File: config.mk
export PLATFORM = sky130hd
export DESIGN_NAME = stuffed_length_frame_decoder
export DESIGN_NICKNAME = d
export VERILOG_FILES = /design/src/design/sfd_pkg.sv /design/src/design/sfd_front.sv /design/src/design/sfd_queue.sv /design/src/design/sfd_back.sv /design/src/design/stuffed_length_frame_decoder.sv
export SDC_FILE = /design/constraint.sdc
export NUM_CORES = 1
export LEC_CHECK = 0
export ABC_AREA = 1
export BUFFER_PORTS_ARGS = -buffer_cell sky130_fd_sc_hd__buf_2
export CORE_ASPECT_RATIO = 0.5
export CORE_MARGIN = 5
export CORE_UTILIZATION = 40
export CTS_BUF_LIST = sky130_fd_sc_hd__clkbuf_8
export DETAILED_ROUTE_END_ITERATION = 12
export PLACE_DENSITY_LB_ADDON = 0.08
export SLEW_MARGIN = 20
export SYNTH_ARGS = -nofsm -noshare
export SYNTH_HDL_FRONTEND = slang
export SYNTH_SLANG_ARGS = --single-unit
File: constraint.sdc
create_clock -name aclk -period 6.1 [get_ports aclk]
set_input_delay 0.305 -clock aclk [delete_from_list [all_inputs] [get_ports aclk]]
set_output_delay 0.305 -clock aclk [all_outputs]
set_load 0.01 [all_outputs]
File: src/design/sfd_pkg.sv
// Shared types and constants for the stuffed length frame decoder.
package sfd_pkg;

    localparam int BYTE_W       = 8;
    localparam int INDEX_W      = 16;
    localparam int ESC_SHIFT    = 5;
    localparam logic [BYTE_W-1:0] BYTE_MASK  = 8'hFF;
    localparam logic [BYTE_W-1:0] ESC_XOR    = BYTE_W'(1) << ESC_SHIFT;
    localparam logic [BYTE_W-1:0] START_RST  = 8'd126;
    localparam logic [BYTE_W-1:0] ESCAPE_RST = 8'd125;

    // Configuration register indexes
    localparam logic REG_START_DELIM = 1'b0;
    localparam logic REG_ESCAPE_BYTE = 1'b1;

    // Input kind codes
    localparam logic KIND_BYTE    = 1'b0;
    localparam logic KIND_RESTART = 1'b1;

    // One classified request travelling from front to back
    typedef struct packed {
        logic              kind;
        logic [BYTE_W-1:0] raw_byte;
        logic              is_esc;
        logic              is_start;
    } sfd_entry_t;

    // One result item
    typedef struct packed {
        logic               accepted;
        logic               data_valid;
        logic [BYTE_W-1:0]  data_byte;
        logic [INDEX_W-1:0] data_index;
        logic               frame_done;
        logic               start_error;
        logic [BYTE_W-1:0]  received_checksum;
        logic [BYTE_W-1:0]  payload_sum;
    } sfd_result_t;

endpackage

File: src/design/sfd_front.sv
// Front end: configuration registers, input handshake and byte classification.
module sfd_front import sfd_pkg::*; (
    input  logic              aclk,
    input  logic              aresetn,
    input  logic              cfg_we,
    input  logic              cfg_index,
    input  logic [BYTE_W-1:0] cfg_wdata,
    input  logic              s_tvalid,
    output logic              s_tready,
    input  logic              s_kind,
    input  logic [BYTE_W-1:0] s_byte,
    input  logic              q_full,
    output logic              q_push,
    output sfd_entry_t        q_entry
);

    logic [BYTE_W-1:0] start_delim_reg, start_delim_next;
    logic [BYTE_W-1:0] escape_byte_reg, escape_byte_next;

    always_comb begin
        start_delim_next = start_delim_reg;
        escape_byte_next = escape_byte_reg;
        if (cfg_we) begin
            unique case (cfg_index)
                REG_START_DELIM: start_delim_next = cfg_wdata;
                REG_ESCAPE_BYTE: escape_byte_next = cfg_wdata;
                default:         start_delim_next = start_delim_reg;
            endcase
        end
    end

    always_ff @(posedge aclk) begin
        if (!aresetn) begin
            start_delim_reg <= START_RST;
            escape_byte_reg <= ESCAPE_RST;
        end else begin
            start_delim_reg <= start_delim_next;
            escape_byte_reg <= escape_byte_next;
        end
    end

    assign s_tready = !q_full;
    assign q_push   = s_tvalid && !q_full;

    always_comb begin
        q_entry.kind     = s_kind;
        q_entry.raw_byte = s_byte & BYTE_MASK;
        q_entry.is_esc   = (s_byte == escape_byte_reg);
        q_entry.is_start = (s_byte == start_delim_reg);
    end

endmodule

File: src/design/sfd_queue.sv
// Small request queue between front and back.
module sfd_queue import sfd_pkg::*; #(
    parameter int DEPTH = 4
) (
    input  logic       aclk,
    input  logic       aresetn,
    input  logic       push,
    input  sfd_entry_t push_entry,
    output logic       full,
    input  logic       pop,
    output sfd_entry_t pop_entry,
    output logic       empty
);

    localparam int AW = (DEPTH > 1) ? $clog2(DEPTH) : 1;

    sfd_entry_t        slot_reg [DEPTH];
    logic [AW-1:0]     wr_ptr_reg, wr_ptr_next;
    logic [AW-1:0]     rd_ptr_reg, rd_ptr_next;
    logic [AW:0]       count_reg,  count_next;

    assign full      = (count_reg == (AW+1)'(DEPTH));
    assign empty     = (count_reg == '0);
    assign pop_entry = slot_reg[rd_ptr_reg];

    always_comb begin
        wr_ptr_next = wr_ptr_reg;
        rd_ptr_next = rd_ptr_reg;
        count_next  = count_reg;
        if (push) begin
            wr_ptr_next = (wr_ptr_reg == AW'(DEPTH - 1)) ? '0 : wr_ptr_reg + AW'(1);
        end
        if (pop) begin
            rd_ptr_next = (rd_ptr_reg == AW'(DEPTH - 1)) ? '0 : rd_ptr_reg + AW'(1);
        end
        if (push && !pop) begin
            count_next = count_reg + (AW+1)'(1);
        end else if (pop && !push) begin
            count_next = count_reg - (AW+1)'(1);
        end
    end

    always_ff @(posedge aclk) begin
        if (!aresetn) begin
            wr_ptr_reg <= '0;
            rd_ptr_reg <= '0;
            count_reg  <= '0;
        end else begin
            wr_ptr_reg <= wr_ptr_next;
            rd_ptr_reg <= rd_ptr_next;
            count_reg  <= count_next;
        end
    end

    always_ff @(posedge aclk) begin
        if (push) begin
            slot_reg[wr_ptr_reg] <= push_entry;
        end
    end

endmodule

File: src/design/sfd_back.sv
// Back end: frame phase machine and registered result stage.
module sfd_back import sfd_pkg::*; #(
    parameter int LENGTH_BITS = 16
) (
    input  logic        aclk,
    input  logic        aresetn,
    input  logic        q_empty,
    input  sfd_entry_t  q_entry,
    output logic        q_pop,
    output logic        m_valid,
    input  logic        m_ready,
    output sfd_result_t m_result
);

    localparam logic [3:0] PH_READY       = 4'd0;
    localparam logic [3:0] PH_LEN_HI      = 4'd1;
    localparam logic [3:0] PH_LEN_HI_ESC  = 4'd2;
    localparam logic [3:0] PH_LEN_LO      = 4'd3;
    localparam logic [3:0] PH_LEN_LO_ESC  = 4'd4;
    localparam logic [3:0] PH_PAYLOAD     = 4'd5;
    localparam logic [3:0] PH_PAYLOAD_ESC = 4'd6;
    localparam logic [3:0] PH_CHECK       = 4'd7;
    localparam logic [3:0] PH_CHECK_ESC   = 4'd8;
    localparam logic [3:0] PH_DONE        = 4'd9;
    localparam logic [3:0] PH_START_ERR   = 4'd10;

    logic [3:0]             phase_reg,   phase_next;
    logic [BYTE_W-1:0]      len_hi_reg,  len_hi_next;
    logic [LENGTH_BITS-1:0] length_reg,  length_next;
    logic [LENGTH_BITS-1:0] count_reg,   count_next;
    logic [BYTE_W-1:0]      sum_reg,     sum_next;
    logic                   out_valid_reg;
    sfd_result_t            out_reg;
    sfd_result_t            res;

    logic [BYTE_W-1:0]      unesc;
    logic [BYTE_W-1:0]      esc_sel;
    logic [2*BYTE_W-1:0]    len_full;
    logic [LENGTH_BITS-1:0] len_new;
    logic [LENGTH_BITS-1:0] count_inc;
    logic                   in_esc_phase;

    assign q_pop    = !q_empty && (!out_valid_reg || m_ready);
    assign m_valid  = out_valid_reg;
    assign m_result = out_reg;

    assign unesc        = q_entry.raw_byte ^ ESC_XOR;
    assign in_esc_phase = (phase_reg == PH_LEN_LO_ESC) || (phase_reg == PH_PAYLOAD_ESC)
                       || (phase_reg == PH_CHECK_ESC)  || (phase_reg == PH_LEN_HI_ESC);
    assign esc_sel      = in_esc_phase ? unesc : q_entry.raw_byte;
    assign len_full     = {len_hi_reg, esc_sel};
    assign len_new      = len_full[LENGTH_BITS-1:0];
    assign count_inc    = count_reg + LENGTH_BITS'(1);

    always_comb begin
        phase_next  = phase_reg;
        len_hi_next = len_hi_reg;
        length_next = length_reg;
        count_next  = count_reg;
        sum_next    = sum_reg;
        res         = '0;

        if (q_entry.kind == KIND_RESTART) begin
            phase_next  = PH_READY;
            len_hi_next = '0;
            length_next = '0;
            count_next  = '0;
            sum_next    = '0;
        end else begin
            res.accepted = 1'b1;
            unique case (phase_reg)
                PH_READY: begin
                    if (!q_entry.is_start) begin
                        phase_next      = PH_START_ERR;
                        res.accepted    = 1'b0;
                        res.start_error = 1'b1;
                    end else begin
                        phase_next = PH_LEN_HI;
                    end
                end
                PH_LEN_HI, PH_LEN_HI_ESC: begin
                    if (phase_reg == PH_LEN_HI && q_entry.is_esc) begin
                        phase_next = PH_LEN_HI_ESC;
                    end else begin
                        len_hi_next = esc_sel;
                        phase_next  = PH_LEN_LO;
                    end
                end
                PH_LEN_LO, PH_LEN_LO_ESC: begin
                    if (phase_reg == PH_LEN_LO && q_entry.is_esc) begin
                        phase_next = PH_LEN_LO_ESC;
                    end else begin
                        length_next = len_new;
                        // zero length closes the frame with no checksum byte
                        if (len_new == '0) begin
                            phase_next     = PH_DONE;
                            res.frame_done = 1'b1;
                        end else begin
                            phase_next = PH_PAYLOAD;
                        end
                    end
                end
                PH_PAYLOAD, PH_PAYLOAD_ESC: begin
                    if (phase_reg == PH_PAYLOAD && q_entry.is_esc) begin
                        phase_next = PH_PAYLOAD_ESC;
                    end else begin
                        res.data_valid = 1'b1;
                        res.data_byte  = esc_sel;
                        res.data_index = INDEX_W'(count_reg);
                        sum_next       = sum_reg + esc_sel;
                        count_next     = count_inc;
                        phase_next     = (count_inc == length_reg) ? PH_CHECK : PH_PAYLOAD;
                    end
                end
                PH_CHECK, PH_CHECK_ESC: begin
                    if (phase_reg == PH_CHECK && q_entry.is_esc) begin
                        phase_next = PH_CHECK_ESC;
                    end else begin
                        phase_next            = PH_DONE;
                        res.frame_done        = 1'b1;
                        res.received_checksum = esc_sel;
                        res.payload_sum       = sum_reg;
                    end
                end
                PH_START_ERR: begin
                    res.accepted    = 1'b0;
                    res.start_error = 1'b1;
                end
                default: begin
                    res.accepted = 1'b0;
                end
            endcase
        end
    end

    always_ff @(posedge aclk) begin
        if (!aresetn) begin
            phase_reg     <= PH_READY;
            len_hi_reg    <= '0;
            length_reg    <= '0;
            count_reg     <= '0;
            sum_reg       <= '0;
            out_valid_reg <= 1'b0;
        end else begin
            if (q_pop) begin
                phase_reg  <= phase_next;
                len_hi_reg <= len_hi_next;
                length_reg <= length_next;
                count_reg  <= count_next;
                sum_reg    <= sum_next;
            end
            if (q_pop) begin
                out_valid_reg <= 1'b1;
            end else if (m_ready) begin
                out_valid_reg <= 1'b0;
            end
        end
    end

    always_ff @(posedge aclk) begin
        if (q_pop) begin
            out_reg <= res;
        end
    end

endmodule

File: src/design/stuffed_length_frame_decoder.sv
// Top level of the byte-stuffed, length-prefixed frame decoder.
//
// Channel   Dir  Ports                        Contents (lowest bit first)
// input     in   s_tvalid/s_tready            s_tuser: kind; s_tdata: in_byte
// result    out  m_tvalid/m_tready            m_tuser: data_valid; m_tlast: frame_done;
//                                             m_tdata: accepted, data_byte, data_index,
//                                             start_error, received_checksum, payload_sum
// config    in   cfg_we/cfg_index/cfg_wdata   0: start_delimiter, 1: escape_byte
//
// One request per cycle sustained while the queue has room; each request yields
// exactly one result. An accepted request waits in the request queue, then the
// phase machine loads its result into the result register, raising m_tvalid.
// The front classifies bytes against the config registers and pushes into a
// QUEUE_DEPTH-entry queue; the back pops while the result register is free or
// being taken, so a stalled m_tready backs up the queue before s_tready drops.
// aresetn is synchronous and active low; no clearing pass is needed.
module stuffed_length_frame_decoder import sfd_pkg::*; #(
    parameter int LENGTH_BITS = 16,
    parameter int QUEUE_DEPTH = 4
) (
    input  logic              aclk,
    input  logic              aresetn,

    input  logic              cfg_we,
    input  logic              cfg_index,
    input  logic [BYTE_W-1:0] cfg_wdata,

    input  logic              s_tvalid,
    output logic              s_tready,
    input  logic [7:0]        s_tdata,   // [7:0] in_byte
    input  logic              s_tuser,   // [0] kind

    output logic              m_tvalid,
    input  logic              m_tready,
    // [0] accepted, [8:1] data_byte, [24:9] data_index, [25] start_error,
    // [33:26] received_checksum, [41:34] payload_sum, [47:42] zero
    output logic [47:0]       m_tdata,
    output logic              m_tuser,   // [0] data_valid
    output logic              m_tlast    // frame_done
);

    sfd_entry_t  push_entry;
    sfd_entry_t  pop_entry;
    sfd_result_t result;
    logic        q_push;
    logic        q_pop;
    logic        q_full;
    logic        q_empty;

    // Front: config registers, escape/start compare, input handshake
    sfd_front u_front (
        .aclk      (aclk),
        .aresetn   (aresetn),
        .cfg_we    (cfg_we),
        .cfg_index (cfg_index),
        .cfg_wdata (cfg_wdata),
        .s_tvalid  (s_tvalid),
        .s_tready  (s_tready),
        .s_kind    (s_tuser),
        .s_byte    (s_tdata),
        .q_full    (q_full),
        .q_push    (q_push),
        .q_entry   (push_entry)
    );

    // Decouple front from back so each side stalls independently
    sfd_queue #(
        .DEPTH (QUEUE_DEPTH)
    ) u_queue (
        .aclk       (aclk),
        .aresetn    (aresetn),
        .push       (q_push),
        .push_entry (push_entry),
        .full       (q_full),
        .pop        (q_pop),
        .pop_entry  (pop_entry),
        .empty      (q_empty)
    );

    // Back: phase machine, length/count/sum tracking, result register
    sfd_back #(
        .LENGTH_BITS (LENGTH_BITS)
    ) u_back (
        .aclk     (aclk),
        .aresetn  (aresetn),
        .q_empty  (q_empty),
        .q_entry  (pop_entry),
        .q_pop    (q_pop),
        .m_valid  (m_tvalid),
        .m_ready  (m_tready),
        .m_result (result)
    );

    // Pack result fields onto the stream
    assign m_tdata = {6'b0,
                      result.payload_sum,
                      result.received_checksum,
                      result.start_error,
                      result.data_index,
                      result.data_byte,
                      result.accepted};
    assign m_tuser = result.data_valid;
    assign m_tlast = result.frame_done;

    // A queued request advances into the result register once it is free
    a_drain: assert property (@(posedge aclk) disable iff (!aresetn)
        (!q_empty && (!m_tvalid || m_tready)) |=> m_tvalid)
        else $error("queued request not moved to result stage");

    // An accepted request not popped leaves the queue non-empty
    a_hold: assert property (@(posedge aclk) disable iff (!aresetn)
        (s_tvalid && s_tready && !q_pop) |=> !q_empty)
        else $error("accepted request lost from queue");

    // A completed frame is always reported as an accepted byte
    a_done_acc: assert property (@(posedge aclk) disable iff (!aresetn)
        (m_tvalid && m_tlast) |-> (m_tdata[0] && !m_tuser && !m_tdata[25]))
        else $error("frame completion flagged with inconsistent status");

endmodule

[Word-level counts from Yosys, hierarchy flattened]
Memory sizes are Yosys's and may differ from the RTL's. A register that Yosys moved wholly into a read port is not among the register bits.
Index checks and enable logic that the tools add are counted.
Operators by class
  bitwise gates (word level): 4
  add/sub/neg operators: 6
  eq/ne operators: 18
  reduce and logical (&&, ||, !) cells: 40
  mux-type cells: 41
Operators with widths (number)
  $mux W16: 6
  $mux W8: 6
  $mux W25: 1
  $mux W4: 5
  $pmux W4 S5: 1
  $add A16 B1 Y16 const B: 1
  $eq A16 B16 Y1: 1
  $eq A4 B3 Y1 const B: 4
  $eq A8 B8 Y1: 2
  $logic_not A16 Y1: 1
  $mux W1: 11
  $mux W2: 5
  $reduce_bool A2 Y1: 5
  $reduce_or A2 Y1: 5
  $reduce_and A3 Y1: 3
  $add A8 B8 Y8: 1
  $eq A4 B2 Y1 const B: 2
  $eq A4 B4 Y1 const B: 2
  $logic_and A1 B1 Y1: 8
  $reduce_or A8 Y1: 1
  $mux W3: 2
  $mux W6: 1
  $ne A2 B2 Y1 const B: 3
  $pmux W1 S2: 3
  14 further kinds: 29
Storage, ports and cells
  memories kept: 1
  flip-flop bits (word level): 120
  bits in writable memories: 44
Memories
  u_queue.slot_reg: words 4, bits a word 11, rd ports 1, clocked after Yosys merged registers in 1, write ports 1, RTL line sfd_queue.sv:17  | sfd_entry_t slot_reg [DEPTH];

[Logic depth before layout (Yosys ltp)]
Gate-level depths: netlist of the first run.
  word-level depth: 10
  depth in mapped cells: 20
  gate-level depth less buffers: 18

[Hierarchy]
Synthesis of the first run repeated with hierarchy kept, for this count alone.
Unflattened totals
  cells, all modules: 917
  area total of the unflattened synthesis: 7915.1 um2
By module, submodules not included
  sfd_back: instances 1, seq. area each 2382.3 um2, area each 4797.1 um2, cells each 590
  sfd_queue: instances 1, seq. area each 1501.4 um2, area each 2088.3 um2, cells each 166
  sfd_front: instances 1, seq. area each 320.3 um2, area each 980.9 um2, cells each 154
  stuffed_length_frame_decoder: instances 1, seq. area each 0.0 um2, area each 48.8 um2, cells each 7

[Worst setup path after synthesis of the first run]
No wires, ideal clock.
  path kind: register to register
  from: reg u_queue.count_reg[0]
  to: reg u_back.out_reg, in the netlist u_back.m_result[0] (enable)
  slack: 3.558 ns
  clock period less this slack: 2.542 ns
  required time: 5.675 ns
  stages on the path, launching flop included: 4
  data arrival time: 2.117 ns
  path buffers: 1
  setup time: 0.425 ns
  cells stage by stage: dfxtp_1 -> inv_1 -> a31oi_4 -> clkbuf_1
On the way
  longest elaborated chain between the ends: 3
RTL lines
  start: declaration: RTL line sfd_queue.sv:20  | logic [AW:0] count_reg, count_next;
  start signal: assignment: RTL line sfd_queue.sv:51  | count_reg <= count_next;
  $logic_not A3 Y1: RTL line sfd_queue.sv:23  | assign empty = (count_reg == '0);
  $logic_not A1 Y1: RTL line sfd_back.sv:43  | assign q_pop = !q_empty && (!out_valid_reg || m_ready);
  $logic_and A1 B1 Y1: RTL line sfd_back.sv:43
  via q_pop: RTL line stuffed_length_frame_decoder.sv:46  | logic q_pop;
  end signal: assignment: RTL line sfd_back.sv:162  | out_reg <= res;
  end: declaration: RTL line sfd_back.sv:33  | sfd_result_t out_reg;
The timed path passes the listed nets, and every way through them passes these cells.
A chain may end at the register's enable or synchronous reset.

==> results of run 1 <==
[power by group]
group	internal (mW)	switching, mW	leakage [nW]
logic	0.410	0.888	1.71
registers	1.49	0.134	1.49
clock network	0.335	0.427	0.179
[routing by layer]
layer	vias to the layer above	part of all wire
li1	3000	-
met2	97	0.46
met4	0	0.0099
met5	-	0
met1	2642	0.49
met3	17	0.041
[critical path, stage by stage (launching register included)]
cell and delay, ns:
sky130_fd_sc_hd__dfxtp_1 0.92, sky130_fd_sc_hd__inv_6 0.17, sky130_fd_sc_hd__nand2_1 0.11, sky130_fd_sc_hd__nand3_1 0.06, sky130_fd_sc_hd__nand2_1 0.13, sky130_fd_sc_hd__inv_1 0.06, sky130_fd_sc_hd__ha_1 0.22, sky130_fd_sc_hd__fa_1 0.39
sky130_fd_sc_hd__nand2_1 0.08, sky130_fd_sc_hd__inv_1 0.05, sky130_fd_sc_hd__o21a_1 0.17, sky130_fd_sc_hd__nor2_1 0.11, sky130_fd_sc_hd__nor2_1 0.07, sky130_fd_sc_hd__nor2_1 0.10, sky130_fd_sc_hd__o21bai_1 0.08, sky130_fd_sc_hd__o21ai_1 0.12
sky130_fd_sc_hd__a21o_1 0.11, sky130_fd_sc_hd__a21oi_2 0.05
[cell usage after synthesis, types with 4 or more instances]
library cell / count / area share
sky130_fd_sc_hd__dfxtp_1: 78 / 0.20
sky130_fd_sc_hd__clkbuf_1: 11 / 0.0054
sky130_fd_sc_hd__nand4_1: 9 / 0.0073
sky130_fd_sc_hd__o21ai_0: 29 / 0.019
sky130_fd_sc_hd__buf_2: 9 / 0.0058
sky130_fd_sc_hd__nor2_1: 106 / 0.052
sky130_fd_sc_hd__nor2_4: 4 / 0.0058
sky130_fd_sc_hd__nand2_2: 4 / 0.0032
sky130_fd_sc_hd__inv_2: 10 / 0.0049
sky130_fd_sc_hd__buf_6: 4 / 0.0058
sky130_fd_sc_hd__a211oi_1: 8 / 0.0078
sky130_fd_sc_hd__xor2_1: 9 / 0.010
sky130_fd_sc_hd__nor2_2: 6 / 0.0049
sky130_fd_sc_hd__a21oi_1: 68 / 0.044
sky130_fd_sc_hd__nand2_1: 191 / 0.093
sky130_fd_sc_hd__buf_4: 8 / 0.0078
sky130_fd_sc_hd__xnor2_1: 17 / 0.019
sky130_fd_sc_hd__nand3_1: 74 / 0.048
sky130_fd_sc_hd__ha_1: 14 / 0.023
sky130_fd_sc_hd__edfxtp_1: 88 / 0.34
sky130_fd_sc_hd__inv_1: 83 / 0.040
[final cells by class]
cell class                 instances  area [sq um]  share of cell area
multi-input combinational        582          2980               0.347
inverter                          94           358              0.0416
clock buffer                      18           248              0.0288
timing repair buffer              70           355              0.0414
tap                              259           324              0.0377
clock inverter                    14           125              0.0146
sequential                       166          4200               0.489
[worst max path at each step]
stage                               endpoint  slack, ns
final                      u_back.sum_reg[6]       2.99
after global routing       u_back.sum_reg[6]       2.68
after CTS                  u_back.sum_reg[6]       3.00
after detailed placement   u_back.sum_reg[6]       2.99
after global placement     u_back.sum_reg[7]       3.06
after floorplan           u_back.m_result[0]       3.56
[metrics by stage]
step	instances	hold WS [ns]	total power [mW]	cell area (sq um)	worst slack, ns
2_1_floorplan	875	0.404	2.58	7730	3.56
3_3_place_gp	1171	0.455	2.95	8220	3.06
3_5_place_dp	1171	0.460	2.97	8220	2.99
4_1_cts	1203	0.0340	3.73	8590	3.00
5_1_grt	1203	0.0395	3.96	8590	2.68
6_report	1203	0.0666	3.68	8590	2.99
[cell families after synthesis]
group	share of synthesized area
AO/OA/AOI/OAI	0.0988
adder cells (fa/ha/maj)	0.0279
AND/OR/NAND/NOR	0.224
XOR/XNOR	0.0326
flip-flops	0.545
other	0.000486
buffers and inverters	0.0717
==> implementation parameters, run 1 <==
Parameter                              Value

Routing
  First-pass iteration count of the detailed router    5
  Residual DRC    0
  ANT nets after route    0
  Final wirelength    17,200 um
  Routed length per instance    ~14 um
  DRC violation total after the first TritonRoute iteration    approximately 300
  Number of vias per cell    about 4.8
  Via count    approximately 5,800

Clock tree
  Clock Pin Slew Worst Setup and Hold Paths    0.10 ns
  Insertion delay of the later-clocked pin in the worst-skew pair    0.46 ns
  Number of clock sinks    around 170
  Post_cts resized    0
  CTS Buf Count    17
  Post-CTS setup buffers    0
  Clock buffer depth    2
  Clock root buffer    sky130_fd_sc_hd__clkbuf_8
  H-tree lvl count    4
  Cts-stage hold buffer count    0
  CTS tree    built

STA
  Fin crit period    ~3.1 ns
  Maximum clock rate    322 MHz
  Actual transition at the worst max-transition pin    around 1.1 ns
  Final Max Tran Viols    0
  Setup-violating endpoint count in the final report    0
  RSZ-0062 raised after global routing    false
  Rel. slew slack    0.291
  Worst clock skew    0.0204 ns
  Share of the clock period used by the worst path    0.510
  Sum of negative setup slack    0 ns
  Final Hold Vio Count    0

Floorplan
  Starting utilization of the core area    0.414
  Area of the die    ~22,000 sq um
  Die outline height    ~110 um
  Total number of placement rows    35
  Horizontal extent of the die    206 um
  Ports placed on the boundary    75
  Core area    between 15,000 and 20,000 sq um

Finish
  Number of filler instances in the final layout    between 1,500 and 2,000
  Antenna fix cells    0
  Synthesis-to-finish area growth    11.4%
  Final core occ    0.461
  Share of final-layout standard cells stronger than drive strength 1    0.142
  Number of nets in the finished design    970
  Highest-count cells in the layout ignoring fill and taps    sky130_fd_sc_hd__nand2_1, sky130_fd_sc_hd__nor2_1, sky130_fd_sc_hd__edfxtp_1, sky130_fd_sc_hd__inv_1, sky130_fd_sc_hd__dfxtp_1
  Leading cell type in the layout, fill and taps excluded    sky130_fd_sc_hd__nand2_1

Hold path
  Hold Path Stages    1
  Hold-critical path endpoint    u_queue.slot_reg[2][10]
  Hold crit path type    in -> reg
  Origin of the worst min-delay path    s_tuser

Global route
  Global routing met2 resource utilization    0.263
  Tot GR Track Use    0.159
  Met3 global-route usage    0.0312
  Highest-utilization routing layer at the global route stage    met2
  Initial antenna violation count    0
  Overall overflow remaining after global route    0
  Number of global-route vias before repair    approximately 5,600
  Maximum number of pins on one net before global-route repair    61
  Global-route track usage on met1    0.212
  Global-route wire length before repair    between 20,000 and 30,000 um

Critical path
  Peak fanout along the critical path    26
  Endpoint class of the critical path    register
  Data arrival time of the critical path    between 3 and 4 ns
  Critical R2R Capture    u_back.sum_reg[6]
  Startpoint kind of the worst setup timing path    register
  R2R cell count    17
  Crit path kind    reg -> reg
  Worst-case register-to-register setup slack    approximately 3.0 ns
  Required arrival time at the worst endpoint    ~6.4 ns

Yosys
  Netlist area before placement    ~7700 sq um
  EDFF count, synth    88
  Yosys reg bits    166
  Post-synthesis sequential area ratio    0.545
  Average cell area after synthesis    8.87 sq um
  Distinct cells, synth    48
  Share of flip-flops with an asynchronous set or reset    0
  Main synth FF type    sky130_fd_sc_hd__edfxtp_1
  Yosys synthesis warning count    0
  Gate count after technology mapping    870

Placed design
  Final weighted congestion of routability-driven global placement    approximately 0.85
  Count of buffers inserted at the top-level ports    between 60 and 70
  HPWL after detailed placement    around 12,000 um

Power and ir drop
  Leakage    3.38 nW
  VDD IR max    approximately 210 uV
  Power Dens Cells    429 nW/um^2

Status
  Result of the run    complete, no violations

Job
  Max Cap Violations    0
(Power assumes the default switching activity.)
==> run 2, diff against run 1 <==
- clock period: 6.1 -> 3.18 ns (I/O delays scaled with it)
==> run 2 against run 1 <==
  * Non-clock buffer count grew 24
  * Final cell count is 2.0% higher
  * Die area did not move
  * Largest cell class unchanged
  * Worst hold slack worse by 0.0058 ns
  * Fmax up 12%
  * Global-route usage rose by 0.27 points
  * Setup slack worse by 2.6 ns
  * Wire length up 1.6%
  * Combinational power is 97% higher
  * Design area increased by 2.8%
  * Critical path depth unchanged
  * Count of clock-buffer cells in the layout shrank 1
==> implementation parameters, run 2 (synthesis results as in run 1) <==
Parameter                              Value

STA
  Fin crit period    roughly 2.8 ns
  Share of the clock period used by the worst path    0.876
  RSZ-0062 raised after global routing    false
  Actual transition at the worst max-transition pin    ~0.73 ns
  Final Max Tran Viols    0
  Setup-violating endpoint count in the final report    0
  Worst clock skew    0.0142 ns
  Final Hold Vio Count    0
  Rel. slew slack    0.511
  Sum of negative setup slack    0 ns
  Maximum clock rate    roughly 360 MHz
  Worst hold margin    0.0608 ns

Routing
  ANT nets after route    0
  First-pass iteration count of the detailed router    5
  Routed length per instance    14.2 um
  Residual DRC    0
  DRC violation total after the first TritonRoute iteration    315
  Via count    5,968
  Final wirelength    17,400 um
  Number of vias per cell    about 4.9

Critical path
  Crit path kind    reg -> reg
  Cells along the critical path    inv_6 -> nand2_1 -> nand3_1 -> nand2_1 -> inv_1 -> ha_1 -> fa_1 -> nand2_1 -> inv_1 -> o21a_1 -> nor2_1 -> nor2_1 -> nor2_1 -> o21bai_1 -> o21ai_1 -> a21o_1 -> a21oi_2
  Peak fanout along the critical path    19
  Required arrival time at the worst endpoint    3.52 ns
  Endpoint class of the critical path    register
  Startpoint kind of the worst setup timing path    register
  Slowest cell on the critical path    sky130_fd_sc_hd__dfxtp_1
  Crit-path max cell delay    roughly 0.55 ns
  Data arrival time of the critical path    3.13 ns

Floorplan
  Area of the die    22,300 sq um
  Core area    18,700 sq um
  Total number of placement rows    35
  Horizontal extent of the die    ~210 um
  Die outline height    around 110 um
  Starting utilization of the core area    0.414
  Ports placed on the boundary    75

Clock tree
  Clock root buffer    sky130_fd_sc_hd__clkbuf_8
  Insertion delay of the later-clocked pin in the worst-skew pair    ~0.47 ns
  Number of clock sinks    roughly 170
  H-tree lvl count    4
  Clock buffer depth    2
  Clock Pin Slew Worst Setup and Hold Paths    0.10 ns
  CTS tree    built
  CTS Buf Count    17

Placed design
  Cell Count Post-Placement    roughly 1,200
  HPWL after detailed placement    between 10,000 and 15,000 um
  Count of buffers inserted at the top-level ports    between 60 and 70
  Final weighted congestion of routability-driven global placement    around 0.85

Finish
  Final core occ    0.473
  Number of nets in the finished design    between 900 and 1,000
  Post-route insts no fill    around 1,200
  Area of all sequential standard cells    ~4200 sq um
  Share of final-layout standard cells stronger than drive strength 1    0.147
  Multi-input gate area in the final layout    between 2000 and 3000 sq um
  Synthesis-to-finish area growth    14.5%
  Number of filler instances in the final layout    approximately 1,800
  Leading cell type in the layout, fill and taps excluded    sky130_fd_sc_hd__nand2_1
  Antenna fix cells    0
  Highest-count cells in the layout ignoring fill and taps    sky130_fd_sc_hd__nand2_1, sky130_fd_sc_hd__nor2_1, sky130_fd_sc_hd__edfxtp_1, sky130_fd_sc_hd__inv_1, sky130_fd_sc_hd__dfxtp_1

Global route
  Initial antenna violation count    0
  Global-route wire length before repair    between 20,000 and 30,000 um
  Overall overflow remaining after global route    0
  Tot GR Track Use    0.162
  Number of global-route vias before repair    roughly 5,600
  Maximum number of pins on one net before global-route repair    61

Job
  Max Cap Violations    0

Hold path
  Hold crit path type    in -> reg

Power and ir drop
  Power Dens Cells    814 nW/um^2
  Leakage    3.51 nW
  VDD IR max    slightly above 400 uV

Status
  Result of the run    complete, no violations
==> run 2: final cells by class <==
type                            count  share of cell area
Clock inverter                     15              0.0177
Timing Repair Buffer               94              0.0655
Tap cell                          259              0.0367
Multi-Input combinational cell    582               0.337
Clock buffer                       17              0.0265
Inverter                           94              0.0405
Sequential cell                   166               0.476
==> run 2: stage by stage <==
step / power, mW / setup WS (ns) / instance area, sq um
5_1_grt: 7.73 / 0.0109 / 8830
3_3_place_gp: 5.68 / 0.474 / 8270
2_1_floorplan: 4.95 / 0.638 / 7730
3_5_place_dp: 5.71 / 0.425 / 8270
6_report: 7.19 / 0.395 / 8830
4_1_cts: 7.29 / 0.404 / 8830
==> run 2: metal layers <==
layer / global-route usage / share of wire / up-vias
met2: 0.260 / 0.45 / 127
met5: 0 / 0 / -
met4: 0.0522 / 0.016 / 0
met3: 0.0306 / 0.041 / 19
li1: - / - / 3044
met1: 0.222 / 0.49 / 2778
==> run 2: final timing paths <==
kind / start / depth (start not counted) / end / slack, ns
max reg2reg: register / 17 / u_back.sum_reg[6] / 0.39
min reg2reg: u_back.length_reg[4] / 2 / u_back.length_reg[4] / 0.47
max: register / 17 / u_back.sum_reg[6] / 0.39
min: m_tready / 4 / u_back.m_valid / 0.06
==> run 2: power by group <==
part | switching, mW | leakage, nW | internal, mW
sequential | 0.226 | 1.49 | 2.86
clock | 0.892 | 0.202 | 0.655
combinational | 1.73 | 1.82 | 0.824
total | 2.85 | 3.51 | 4.34
==> run 2: critical path: cells and delay by family (launching register included) <==
| kind | cells | cell delay, ns |
|---|---|---|
| compound gates | 5 | 0.55 |
| flops | 1 | 0.55 |
| fa+ha+maj | 2 | 0.64 |
| simple gates | 7 | 0.69 |
| buf+inv | 3 | 0.24 |
==> run 2: repair_timing <==
item	in CTS	in global routing
buffers inserted	0	0
hold buffers	17	0
hold endpoints to repair	52	0
resized for setup	0	0
